**src/sv/mfr_pkg.sv**
```systemverilog
// Shared types and constants of the multiframe message reassembler.
package mfr_pkg;

    // Data bytes carried by the first frame of a message and by each later frame.
    localparam logic [2:0] FRAME0_DATA_BYTES = 3'd4;
    localparam logic [2:0] FRAMEN_DATA_BYTES = 3'd7;

    // Stream widths: input is one CAN payload, output is type, length, index and a word.
    localparam int S_TDATA_W = 64;
    localparam int M_TDATA_W = 88;
    localparam int WORD_W    = 64;

    typedef enum logic [1:0] {
        ST_IDLE,
        ST_STORE_HI,
        ST_EMIT
    } mfr_state_t;

endpackage

```
**src/sv/mfr_ram.sv**
```systemverilog
// Generic single-port-write, single-port-read RAM with a registered read.
module mfr_ram #(
    parameter int WIDTH = 64,
    parameter int DEPTH = 15
) (
    input  logic                                     aclk,
    input  logic                                     we,
    input  logic [$clog2(DEPTH > 1 ? DEPTH : 2)-1:0] waddr,
    input  logic [WIDTH-1:0]                         wdata,
    input  logic                                     re,
    input  logic [$clog2(DEPTH > 1 ? DEPTH : 2)-1:0] raddr,
    output logic [WIDTH-1:0]                         rdata
);

    logic [WIDTH-1:0] mem [DEPTH];
    logic [WIDTH-1:0] rdata_reg;

    always_ff @(posedge aclk) begin
        if (we) begin
            mem[waddr] <= wdata;
        end
        if (re) begin
            rdata_reg <= mem[raddr];
        end
    end

    assign rdata = rdata_reg;

endmodule

```
**src/sv/multiframe_message_reassembler.sv**
```systemverilog
// Multiframe message reassembler: CAN transport frames in, message words out.
// The first word of a completed message passes the word buffer's registered read and then
// the output register, after a spill write when the completing frame straddles two words.
// A frame that does not complete a message leaves the input ready at once, or after its
// spill write on a straddle; a completing frame holds the input until every word has left
// the single read port of the buffer, one 8-byte word per cycle unless the result channel stalls.
// Reset clears all control state; the word buffer is not cleared, as every byte read out
// has been written earlier in the same message.
module multiframe_message_reassembler #(
    parameter int BUFFER_BYTES = 120
) (
    input  logic        aclk,
    input  logic        aresetn,
    // Input channel: one CAN payload per transaction.
    input  logic        s_tvalid,
    output logic        s_tready,
    input  logic [63:0] s_tdata,   // [7:0] frame_counter, [63:8] frame_payload
    // Result channel: one message word per transaction.
    output logic        m_tvalid,
    input  logic        m_tready,
    output logic [87:0] m_tdata,   // [7:0] message_type, [14:8] message_length,
                                   // [18:15] word_index, [82:19] word_data, [87:83] zero
    output logic        m_tlast    // last_word
);

    // Byte counts run to BUFFER_BYTES inclusive; the buffer is organised as 8-byte words.
    localparam int CW    = $clog2(BUFFER_BYTES + 1);
    localparam int WORDS = (BUFFER_BYTES + 7) / 8;
    localparam int AW    = (WORDS > 1) ? $clog2(WORDS) : 1;
    localparam int NW    = $clog2(WORDS + 1);
    localparam int WW    = mfr_pkg::WORD_W;

    // Control and message state.
    mfr_pkg::mfr_state_t state_reg, state_next;
    logic [7:0]    held_type_reg, held_type_next;
    logic [7:0]    next_frame_reg, next_frame_next;
    logic [CW-1:0] rx_reg, rx_next;          // bytes received
    logic [CW-1:0] exp_reg, exp_next;        // bytes expected
    logic          cmpl_reg, cmpl_next;      // message completes after the straddle write
    logic [WW-1:0] tail_reg, tail_next;      // buffer word holding the next free byte
    logic [NW-1:0] words_reg, words_next;    // words to emit
    logic [NW-1:0] rd_cnt_reg, rd_cnt_next;  // words read so far

    // Read pipeline: a word held at the RAM output, then the output register.
    logic          pend_reg, pend_next;
    logic [AW-1:0] pend_idx_reg, pend_idx_next;
    logic          pend_last_reg, pend_last_next;
    logic          out_valid_reg, out_valid_next;
    logic [7:0]    out_type_reg, out_type_next;
    logic [6:0]    out_len_reg, out_len_next;
    logic [3:0]    out_idx_reg, out_idx_next;
    logic [WW-1:0] out_data_reg, out_data_next;
    logic          out_last_reg, out_last_next;

    // Buffer RAM ports.
    logic          ram_we;
    logic [AW-1:0] ram_waddr;
    logic [WW-1:0] ram_wdata;
    logic          ram_re;
    logic [AW-1:0] ram_raddr;
    logic [WW-1:0] ram_rdata;

    // Frame decode.
    logic [7:0]    frame_counter;
    logic [55:0]   frame_payload;
    logic          accept;
    logic          frame0;
    logic          in_seq;
    logic [15:0]   len_raw;
    logic [CW-1:0] len_cut;
    logic [CW-1:0] rem_bytes;
    logic [CW-1:0] rx_base;
    logic [CW-1:0] rx_new;
    logic [CW-1:0] exp_new;
    logic [CW-1:0] wi_full;
    logic [CW:0]   words_sum;
    logic [2:0]    offs;
    logic [2:0]    n_take;
    logic [3:0]    fill_end;
    logic [WW-1:0] data_src;
    logic [WW-1:0] tail_base;
    logic [2*WW-1:0] merged;
    logic          complete;
    logic          straddle;
    logic          capture;
    logic          issue;

    assign frame_counter = s_tdata[7:0];
    assign frame_payload = s_tdata[63:8];
    assign s_tready      = (state_reg == mfr_pkg::ST_IDLE);
    assign accept        = s_tvalid && s_tready;
    assign frame0        = (frame_counter == 8'd0);
    assign in_seq        = frame0 || (frame_counter == next_frame_reg);

    // Declared length of a new message, cut to the buffer size.
    assign len_raw   = {frame_payload[23:16], frame_payload[15:8]};
    assign len_cut   = (len_raw > 16'(BUFFER_BYTES)) ? CW'(BUFFER_BYTES) : CW'(len_raw);
    assign rem_bytes = exp_reg - rx_reg;

    // Merge the new bytes into the current tail word; they may spill into the word after.
    always_comb begin
        logic [7:0] src_byte [8];
        logic [3:0] k;
        logic       hit;
        if (frame0) begin
            rx_base   = '0;
            exp_new   = len_cut;
            tail_base = '0;
            data_src  = {32'd0, frame_payload[55:24]};
            n_take    = (len_cut < CW'(mfr_pkg::FRAME0_DATA_BYTES)) ?
                        len_cut[2:0] : mfr_pkg::FRAME0_DATA_BYTES;
        end else begin
            rx_base   = rx_reg;
            exp_new   = exp_reg;
            tail_base = tail_reg;
            data_src  = {8'd0, frame_payload};
            n_take    = (rem_bytes > CW'(mfr_pkg::FRAMEN_DATA_BYTES)) ?
                        mfr_pkg::FRAMEN_DATA_BYTES : rem_bytes[2:0];
        end
        offs     = rx_base[2:0];
        rx_new   = rx_base + CW'(n_take);
        fill_end = {1'b0, offs} + {1'b0, n_take};
        complete = (rx_new >= exp_new);
        straddle = (fill_end > 4'd8);
        wi_full  = rx_base >> 3;
        for (int b = 0; b < 8; b++) begin
            src_byte[b] = data_src[b*8 +: 8];
        end
        for (int p = 0; p < 16; p++) begin
            k   = 4'(p) - {1'b0, offs};
            hit = (4'(p) >= {1'b0, offs}) && (k < {1'b0, n_take});
            if (hit) begin
                merged[p*8 +: 8] = src_byte[k[2:0]];
            end else if (p < 8) begin
                merged[p*8 +: 8] = tail_base[p*8 +: 8];
            end else begin
                merged[p*8 +: 8] = 8'd0;
            end
        end
        words_sum = {1'b0, rx_new} + (CW+1)'(7);
    end

    // A word leaves the RAM output whenever the output register is free or being taken.
    assign capture = pend_reg && (!out_valid_reg || m_tready);
    assign issue   = (state_reg == mfr_pkg::ST_EMIT) && (rd_cnt_reg < words_reg) &&
                     (!pend_reg || capture);

    always_comb begin
        state_next      = state_reg;
        held_type_next  = held_type_reg;
        next_frame_next = next_frame_reg;
        rx_next         = rx_reg;
        exp_next        = exp_reg;
        cmpl_next       = cmpl_reg;
        tail_next       = tail_reg;
        words_next      = words_reg;
        rd_cnt_next     = rd_cnt_reg;
        ram_we          = 1'b0;
        ram_waddr       = wi_full[AW-1:0];
        ram_wdata       = merged[WW-1:0];

        unique case (state_reg)
            mfr_pkg::ST_IDLE: begin
                if (accept) begin
                    if (!in_seq) begin
                        // Unexpected counter: drop the partial message.
                        next_frame_next = 8'd0;
                    end else begin
                        ram_we      = 1'b1;
                        rx_next     = rx_new;
                        exp_next    = exp_new;
                        cmpl_next   = complete;
                        tail_next   = (fill_end >= 4'd8) ? merged[2*WW-1:WW] : merged[WW-1:0];
                        rd_cnt_next = '0;
                        if (rx_new == '0) begin
                            words_next = NW'(1);
                        end else begin
                            words_next = NW'(words_sum >> 3);
                        end
                        if (frame0) begin
                            held_type_next = frame_payload[7:0];
                        end
                        if (complete) begin
                            next_frame_next = 8'd0;
                        end else if (frame0) begin
                            next_frame_next = 8'd1;
                        end else begin
                            next_frame_next = next_frame_reg + 8'd1;
                        end
                        if (straddle) begin
                            state_next = mfr_pkg::ST_STORE_HI;
                        end else if (complete) begin
                            state_next = mfr_pkg::ST_EMIT;
                        end
                    end
                end
            end
            mfr_pkg::ST_STORE_HI: begin
                // Spilled bytes go to the word that now holds the next free byte.
                ram_we     = 1'b1;
                ram_waddr  = AW'(rx_reg >> 3);
                ram_wdata  = tail_reg;
                state_next = cmpl_reg ? mfr_pkg::ST_EMIT : mfr_pkg::ST_IDLE;
            end
            mfr_pkg::ST_EMIT: begin
                if (issue) begin
                    rd_cnt_next = rd_cnt_reg + NW'(1);
                end
                if ((rd_cnt_reg == words_reg) && (!pend_reg || capture)) begin
                    state_next = mfr_pkg::ST_IDLE;
                end
            end
            default: begin
                state_next = mfr_pkg::ST_IDLE;
            end
        endcase
    end

    assign ram_re    = issue;
    assign ram_raddr = rd_cnt_reg[AW-1:0];

    // Read pipeline and output register; bytes past the message length read as zero.
    always_comb begin
        pend_next      = pend_reg;
        pend_idx_next  = pend_idx_reg;
        pend_last_next = pend_last_reg;
        out_valid_next = out_valid_reg;
        out_type_next  = out_type_reg;
        out_len_next   = out_len_reg;
        out_idx_next   = out_idx_reg;
        out_data_next  = out_data_reg;
        out_last_next  = out_last_reg;

        if (m_tready) begin
            out_valid_next = 1'b0;
        end
        if (capture) begin
            out_valid_next = 1'b1;
            out_type_next  = held_type_reg;
            out_len_next   = 7'(rx_reg);
            out_idx_next   = 4'(pend_idx_reg);
            out_last_next  = pend_last_reg;
            for (int b = 0; b < 8; b++) begin
                if (16'({pend_idx_reg, 3'(b)}) < 16'(rx_reg)) begin
                    out_data_next[b*8 +: 8] = ram_rdata[b*8 +: 8];
                end else begin
                    out_data_next[b*8 +: 8] = 8'd0;
                end
            end
            pend_next = 1'b0;
        end
        if (issue) begin
            pend_next      = 1'b1;
            pend_idx_next  = rd_cnt_reg[AW-1:0];
            pend_last_next = ((rd_cnt_reg + NW'(1)) == words_reg);
        end
    end

    always_ff @(posedge aclk) begin
        if (!aresetn) begin
            state_reg      <= mfr_pkg::ST_IDLE;
            held_type_reg  <= 8'd0;
            next_frame_reg <= 8'd0;
            rx_reg         <= '0;
            exp_reg        <= '0;
            cmpl_reg       <= 1'b0;
            words_reg      <= '0;
            rd_cnt_reg     <= '0;
            pend_reg       <= 1'b0;
            out_valid_reg  <= 1'b0;
        end else begin
            state_reg      <= state_next;
            held_type_reg  <= held_type_next;
            next_frame_reg <= next_frame_next;
            rx_reg         <= rx_next;
            exp_reg        <= exp_next;
            cmpl_reg       <= cmpl_next;
            words_reg      <= words_next;
            rd_cnt_reg     <= rd_cnt_next;
            pend_reg       <= pend_next;
            out_valid_reg  <= out_valid_next;
        end
    end

    always_ff @(posedge aclk) begin
        tail_reg      <= tail_next;
        pend_idx_reg  <= pend_idx_next;
        pend_last_reg <= pend_last_next;
        out_type_reg  <= out_type_next;
        out_len_reg   <= out_len_next;
        out_idx_reg   <= out_idx_next;
        out_data_reg  <= out_data_next;
        out_last_reg  <= out_last_next;
    end

    mfr_ram #(
        .WIDTH (WW),
        .DEPTH (WORDS)
    ) u_buf_ram (
        .aclk  (aclk),
        .we    (ram_we),
        .waddr (ram_waddr),
        .wdata (ram_wdata),
        .re    (ram_re),
        .raddr (ram_raddr),
        .rdata (ram_rdata)
    );

    assign m_tvalid = out_valid_reg;
    assign m_tdata  = {5'd0, out_data_reg, out_idx_reg, out_len_reg, out_type_reg};
    assign m_tlast  = out_last_reg;

`ifndef SYNTHESIS
    // Emission ends only once every word of the message has been read.
    a_emit_done: assert property (@(posedge aclk) disable iff (!aresetn)
        (state_reg == mfr_pkg::ST_EMIT && state_next == mfr_pkg::ST_IDLE)
        |-> (rd_cnt_reg == words_reg))
        else $error("emission left before all words were read");

    // While a message is open, fewer bytes than declared have been stored.
    a_rx_bound: assert property (@(posedge aclk) disable iff (!aresetn)
        (next_frame_reg != 8'd0) |-> (rx_reg < exp_reg))
        else $error("bytes received reached the expected count on an open message");

    // The straddle write only follows an accepted frame.
    a_store_hi: assert property (@(posedge aclk) disable iff (!aresetn)
        (state_reg == mfr_pkg::ST_STORE_HI) |-> $past(s_tvalid && s_tready))
        else $error("straddle write without an accepted frame");
`endif

endmodule

```
**config.mk**
```make
export PLATFORM = sky130hd
export DESIGN_NAME = multiframe_message_reassembler
export DESIGN_NICKNAME = d
export VERILOG_FILES = /design/src/sv/mfr_pkg.sv /design/src/sv/mfr_ram.sv /design/src/sv/multiframe_message_reassembler.sv
export SDC_FILE = /design/constraint.sdc
export NUM_CORES = 2
export LEC_CHECK = 0
export ABC_AREA = 1
export BUFFER_PORTS_ARGS = -buffer_cell sky130_fd_sc_hd__clkbuf_2
export CORE_MARGIN = 2
export CORE_UTILIZATION = 27
export CTS_CLUSTER_DIAMETER = 40
export DETAILED_ROUTE_END_ITERATION = 6
export SYNTH_ARGS = -nofsm -noshare
export SYNTH_HDL_FRONTEND = slang
export SYNTH_SLANG_ARGS = --single-unit
```
**constraint.sdc**
```tcl
create_clock -name aclk -period 6.2 [get_ports aclk]
set_input_delay 0 -clock aclk [delete_from_list [all_inputs] [get_ports aclk]]
set_output_delay 0 -clock aclk [all_outputs]
set_load 0.03 [all_outputs]
```
## Word level (Yosys, flattened, before mapping)

Memories as Yosys holds them, arrays and structs flattened. A register that Yosys moved wholly into a read port is not among the register bits.
Index checks and enable logic that the tools add are counted.

- RAM bits: 960
- Memories kept: 1
- Register bits after elaboration: 196
- Input bits: 68

- Multiplexer cells: 99
- Reductions and logical operators: 35
- Bitwise gates (word level): 16
- Equality and inequality tests: 10
- Magnitude comparators: 61
- Add/sub/neg operators: 22

Memory list:

| memory | words | width | rd ports | clocked after Yosys merged registers in | write ports | RTL line | source |
|---|---|---|---|---|---|---|---|
| u_buf_ram.mem | 15 | 64 | 1 | 1 | 1 | mfr_ram.sv:15 | `logic [WIDTH-1:0] mem [DEPTH];` |

Operators with widths:

| cell | number |
|---|---|
| $mux W8 | 51 |
| $bmux W8 S3 | 16 |
| $mux W64 | 3 |
| $ge A4 B4 Y1 const B | 17 |
| $lt A4 B3 Y1 | 16 |
| $not A3 Y4 | 16 |
| $lt A7 B7 Y1 | 8 |
| $mux W56 | 1 |
| $sub A4 B3 Y4 const A | 8 |
| $ge A4 B3 Y1 const A | 7 |
| $mux W7 | 3 |
| $mux W4 | 5 |
| $logic_and A1 B1 Y1 | 19 |
| $gt A16 B7 Y1 const B | 1 |
| $sub A3 B3 Y4 const A | 4 |
| $mux W2 | 6 |
| $reduce_and A4 Y1 | 3 |
| $ge A3 B3 Y1 const A | 3 |
| $mux W3 | 3 |
| $add A8 B1 Y8 const B | 1 |
| $eq A4 B4 Y1 | 2 |
| $eq A8 B8 Y1 | 1 |
| $logic_not A8 Y1 | 1 |
| $mux W1 | 8 |
| 29 further kinds | 40 |

## Longest topological paths before layout

- Depth after elaboration: 12
- Depth in mapped cells: 35
- Mapped depth without buffers: 35

## Hierarchy

From an unflattened synthesis, not the netlist that was laid out.

- Cell total of the unflattened synthesis: 5696
- Area total of the unflattened synthesis: 56000.0 µm²

Modules (own cells, without submodules):

| module | times used | sequential area each (µm²) | cells each | area an instance (µm²) |
|---|---|---|---|---|
| mfr_ram | 1 | 30749.5 | 3754 | 42225.5 |
| multiframe_message_reassembler | 1 | 5455.2 | 1942 | 13774.5 |

## Worst setup path before layout

No wires, ideal clock.

- Path type: reg-to-reg
- Start point: register out_valid_reg, in the netlist m_tvalid
- End point: register out_last_reg, in the netlist m_tlast (enable)
- Path slack: 1.102 ns
- Arrival: 4.544 ns
- Period minus slack after synthesis: 5.098 ns
- Data required time: 5.646 ns
- Library setup time: 0.554 ns
- Buffers on the path: 0
- Cell stages (with the launch flop): 2
- Cells stage by stage: dfxtp_1 > a21oi_1

- Cells in the longest elaborated chain, start to end: 3

RTL lines:

| element | RTL line | source |
|---|---|---|
| start: declaration | multiframe_message_reassembler.sv:48 | `logic out_valid_reg, out_valid_next;` |
| start signal: assignment | multiframe_message_reassembler.sv:281 | `out_valid_reg <= out_valid_next;` |
| $logic_not A1 Y1 | multiframe_message_reassembler.sv:144 | `assign capture = pend_reg && (!out_valid_reg \|\| m_tready);` |
| $logic_or A1 B1 Y1 | multiframe_message_reassembler.sv:144 |  |
| $logic_and A1 B1 Y1 | multiframe_message_reassembler.sv:144 |  |
| via capture | multiframe_message_reassembler.sv:85 | `logic capture;` |
| end signal: assignment | multiframe_message_reassembler.sv:293 | `out_last_reg <= out_last_next;` |
| end: declaration | multiframe_message_reassembler.sv:53 | `logic out_last_reg, out_last_next;` |

The timed path passes the listed nets, and every way through them passes these cells.
A chain may end at the register's enable or synchronous reset.

## Final worst setup path

- Start point: input s_tdata[0]
- End point: register tail_reg[41] (data pin)

- Cells in the longest elaborated chain, start to end: 9

RTL lines:

| element | RTL line | source |
|---|---|---|
| start: declaration | multiframe_message_reassembler.sv:17 | `input logic [63:0] s_tdata,` |
| $logic_not A8 Y1 * | multiframe_message_reassembler.sv:92 | `assign frame0 = (frame_counter == 8'd0);` |
| $mux W7 | multiframe_message_reassembler.sv:105 | `if (frame0) begin` |
| $sub A4 B3 Y4 or $sub A3 B3 Y4 (tied branches) | multiframe_message_reassembler.sv:130 | `k = 4'(p) - {1'b0, offs};` |
| $not A3 Y4 (not written as such) | multiframe_message_reassembler.sv:133 | `merged[p*8 +: 8] = src_byte[k[2:0]];` |
| $bmux W8 S3 | multiframe_message_reassembler.sv:133 |  |
| $mux W8 (not written as such) (2 in a row) | multiframe_message_reassembler.sv:133 |  |
| $mux W8 | multiframe_message_reassembler.sv:132 | `if (hit) begin` |
| $mux W64 * | multiframe_message_reassembler.sv:173 | `tail_next = (fill_end >= 4'd8) ? merged[2*WW-1:WW] : merged[WW-1:0];` |
| end signal: assignment | multiframe_message_reassembler.sv:286 | `tail_reg <= tail_next;` |
| end: declaration | multiframe_message_reassembler.sv:40 | `logic [WW-1:0] tail_reg, tail_next;` |

Mark *: on every way between the ends. The rest lies on a longest branch, timed or not. The select of a mux whose other input is x is not followed.

==> metrics <==
critical-path cell with the highest stage delay=ha_1; Final GP Congestion=around 0.93; final hold vios=0; Most flops, register=u_buf_ram.mem; crit path DAT=5.90 ns; worst slew pin tran=1.253 ns; max FFs per register=960; CTS clk-pin slew, worst paths=roughly 0.050 ns; post-synthesis sequential area ratio=68.21%; Worst slew margin=between 10% and 20%; Leak=roughly 22 nW; top cells by area, synth=edfxtp_1 (67%), nand2_1 (6.1%), o21ai_0 (4.6%); share of cells above drive strength 1=13.03%; TritonCTS clock tree=built; largest net degree at the start of global routing=~210; Crit path buffers/inverters=9; maximum VDD drop=about 300 uV; CTS Root Cell=clkbuf_16; chip width=roughly 450 um; row count=162; status=finished, violations left; Syn Area/Cell=~11 um2; # setup viols final=0; maximum capacitance violations=0; critical path cell sequence=dlygate4sd3_1 > clkbuf_2 > inv_2 > nand2_2 > dlygate4sd3_1 > nor2_4 > dlygate4sd3_1 > nand2_4 > nand2_2 > buf_4 > ha_1 > inv_1 > ha_1 > nor3_1 > nand2_1 > inv_1 > nand3_1 > dlygate4sd3_1 > nand2_1; Power Dens Cells=319.6 nW/um2; hpwl dp=95,560 um; share of async-settable or async-resettable flops after synthesis=0%; Post-Route WL=163,700 um; CP peak stage delay=between 0.7 and 0.8 ns; worst hold-check path type=input port to flip-flop; final-report max-slew violation count=0; clock sink count=1,220; Cells after Synth=about 4,700; vias in the first global route=36,240; top cell type's share of synthesized area=66.59%; unrepaired setup endpoints after global routing=false; Initial Util=27.19%; final net count=4,990; first-pass GRT wire length=between 200,000 and 250,000 um; crit start category=input port; Fillers=about 19,000; post-route ant nets=1; Die ar.=200,200 um2; TritonRoute pass-1 iters=7; post-layout min period=5.235 ns; Worst EP required=6.86 ns; most common cell after layout, fill and taps aside=edfxtp_1; failing checks=antenna violations; Vias=37,670; Yosys reg bits=1,220; Worst Setup End Kind=flip-flop; pre-CTS setup slack=approximately 1.0 ns; FMAX=~190 MHz; Ys Warns=0; Skew-Pair Late Insertion Delay=about 0.8 ns; Post-synth EDFFs=between 1,000 and 1,500; largest area contributor in the netlist=edfxtp_1; Clock Skews=0.06031 ns; drt wl/cell=around 21 um; DRC viols=0; grt ovf=0; CORE AREA=195,200 um2; Area growth syn-to-layout=19.49%; Vias/cell=4.929; Pwr Total=just over 20 mW; Post-synth top flop=edfxtp_1; critical path fanouts, max=27; Setup Buffers After CTS=0; Buffers on Ports=~150; total CTS buffers=169; most frequent cells in the layout=edfxtp_1 (1,177), nand2_1 (855), nor2_1 (585); Cell variety after synth=54; CP top delay family=buffers and inverters; Top-Level Pins=159; most used cell, CP=dlygate4sd3_1; die height=447.4 um; setup ws final=between 0.9 and 1 ns; GRT Util Overall=16.07%; Clock Path Buffers=3; synthesized cell area=around 53,000 um2; period utilization=84.43%; H-tree Lvls=4; initial detailed-routing violation count=approximately 4,200; initial antenna violation count=2; crit path kind=input port to flip-flop; Setup TNS=0 ns
cell type report:
cell class | count | area, um2 | share of cell area [%]
flip-flops and latches | 1220 | 36220 | 57.11
well taps | 2624 | 3283 | 5.176
diodes | 6 | 15.01 | 0.02367
clock inverters | 137 | 1657 | 2.612
repair buffers | 300 | 2237 | 3.527
clock buffers | 181 | 4295 | 6.772
inverters | 212 | 820.8 | 1.294
multi-input cells | 2962 | 14900 | 23.49
cell usage after synthesis, drive strengths merged, types with 4 or more instances:
master / count
dfxtp: 43
buf: 117
nand4: 18
edfxtp: 1177
o21ai: 538
inv: 208
a21o: 4
xnor2: 6
nand3: 312
fa: 4
a21oi: 199
o211ai: 62
clkbuf: 173
nor3: 10
nand3b: 5
clkinv: 4
o22ai: 70
a31oi: 8
a211oi: 7
xor2: 10
nor2: 610
nand2: 887
ha: 53
o221ai: 142
worst register-to-register path, stage by stage, from the launching register on:
cell      delay (ns)
dfxtp_1         0.44
inv_1           0.19
ha_1            0.42
nand2_1         0.07
o311ai_0        0.45
nor2_1          0.08
nor2_1          0.25
nand3_1         0.12
nand2_1         0.32
inv_1           0.17
fa_1            0.54
inv_1           0.07
a21oi_2         0.58
inv_1           0.34
o21ai_0         0.19
nand3_1         0.10
o21ai_1         0.53
through the flow:
step | util (%) | hold WS (ns) | area [um2] | cells
6_report | 32.49 | 0.06636 | 63430 | 7642
5_1_grt | 32.49 | 0.09156 | 63410 | 7636
4_1_cts | 32.49 | 0.0005108 | 63410 | 7636
3_5_place_dp | 29.07 | 0.3074 | 56740 | 7246
3_3_place_gp | 29.07 | 0.2961 | 56740 | 7246
2_1_floorplan | - | 0.1349 | 53090 | 4684
repair_timing:
action	4_1_cts	5_1_grt
hold endpoints to repair	87	0
gates resized for setup	0	0
hold buffers	72	0
report_power, final:
group / total (mW) / switching, mW / internal (mW) / leakage (nW)
combinational: 1.01 / 0.787 / 0.219 / 8.69
clock: 9.94 / 4.03 / 5.91 / 2.85
sequential: 9.32 / 0.00147 / 9.32 / 10.9
total: 20.3 / 4.82 / 15.4 / 22.5
metal layers:
metal	GRT usage (%)	vias up	part of all wire (%)	routed length, um
met5	0	-	0	0
met4	5.014	0	2.6	4194
met3	2.701	251	7.6	12440
met2	25.36	1522	46	75350
met1	22.47	18670	44	71670
li1	-	17230	-	-
worst paths after layout:
path                            from                        endpoint  slack (ns)  cells past startpoint
max                       s_tdata[0]          tail_reg[41]$_DFFE_PP_        0.97                     19
min                      s_tdata[51]           tail_reg[3]$_DFFE_PP_        0.07                      7
max reg2reg   rx_reg[3]$_SDFFE_PN0P_  u_buf_ram.mem[6][14]$_DFFE_PP_        0.97                     16
min reg2reg  pend_last_reg$_DFFE_PP_               m_tlast$_DFFE_PP_        0.41                      0
cell families (layout without fill, tap and decap cells):
logic type                 Yosys count  in the layout  share of synthesized area (%)
muxes                                1              1                        0.01886
adders and majority gates           57             57                          1.400
DFF                               1220           1220                          68.21
and+or+nand+nor                   1844           1844                          14.53
other                                1             11                       0.007065
xor gates and xnor gates            16             16                         0.2640
buffers and inverters              502            830                          4.040
AOI/OAI and AO/OA                 1039           1039                          11.53
Note: power is estimated with default switching activity, not from simulation.
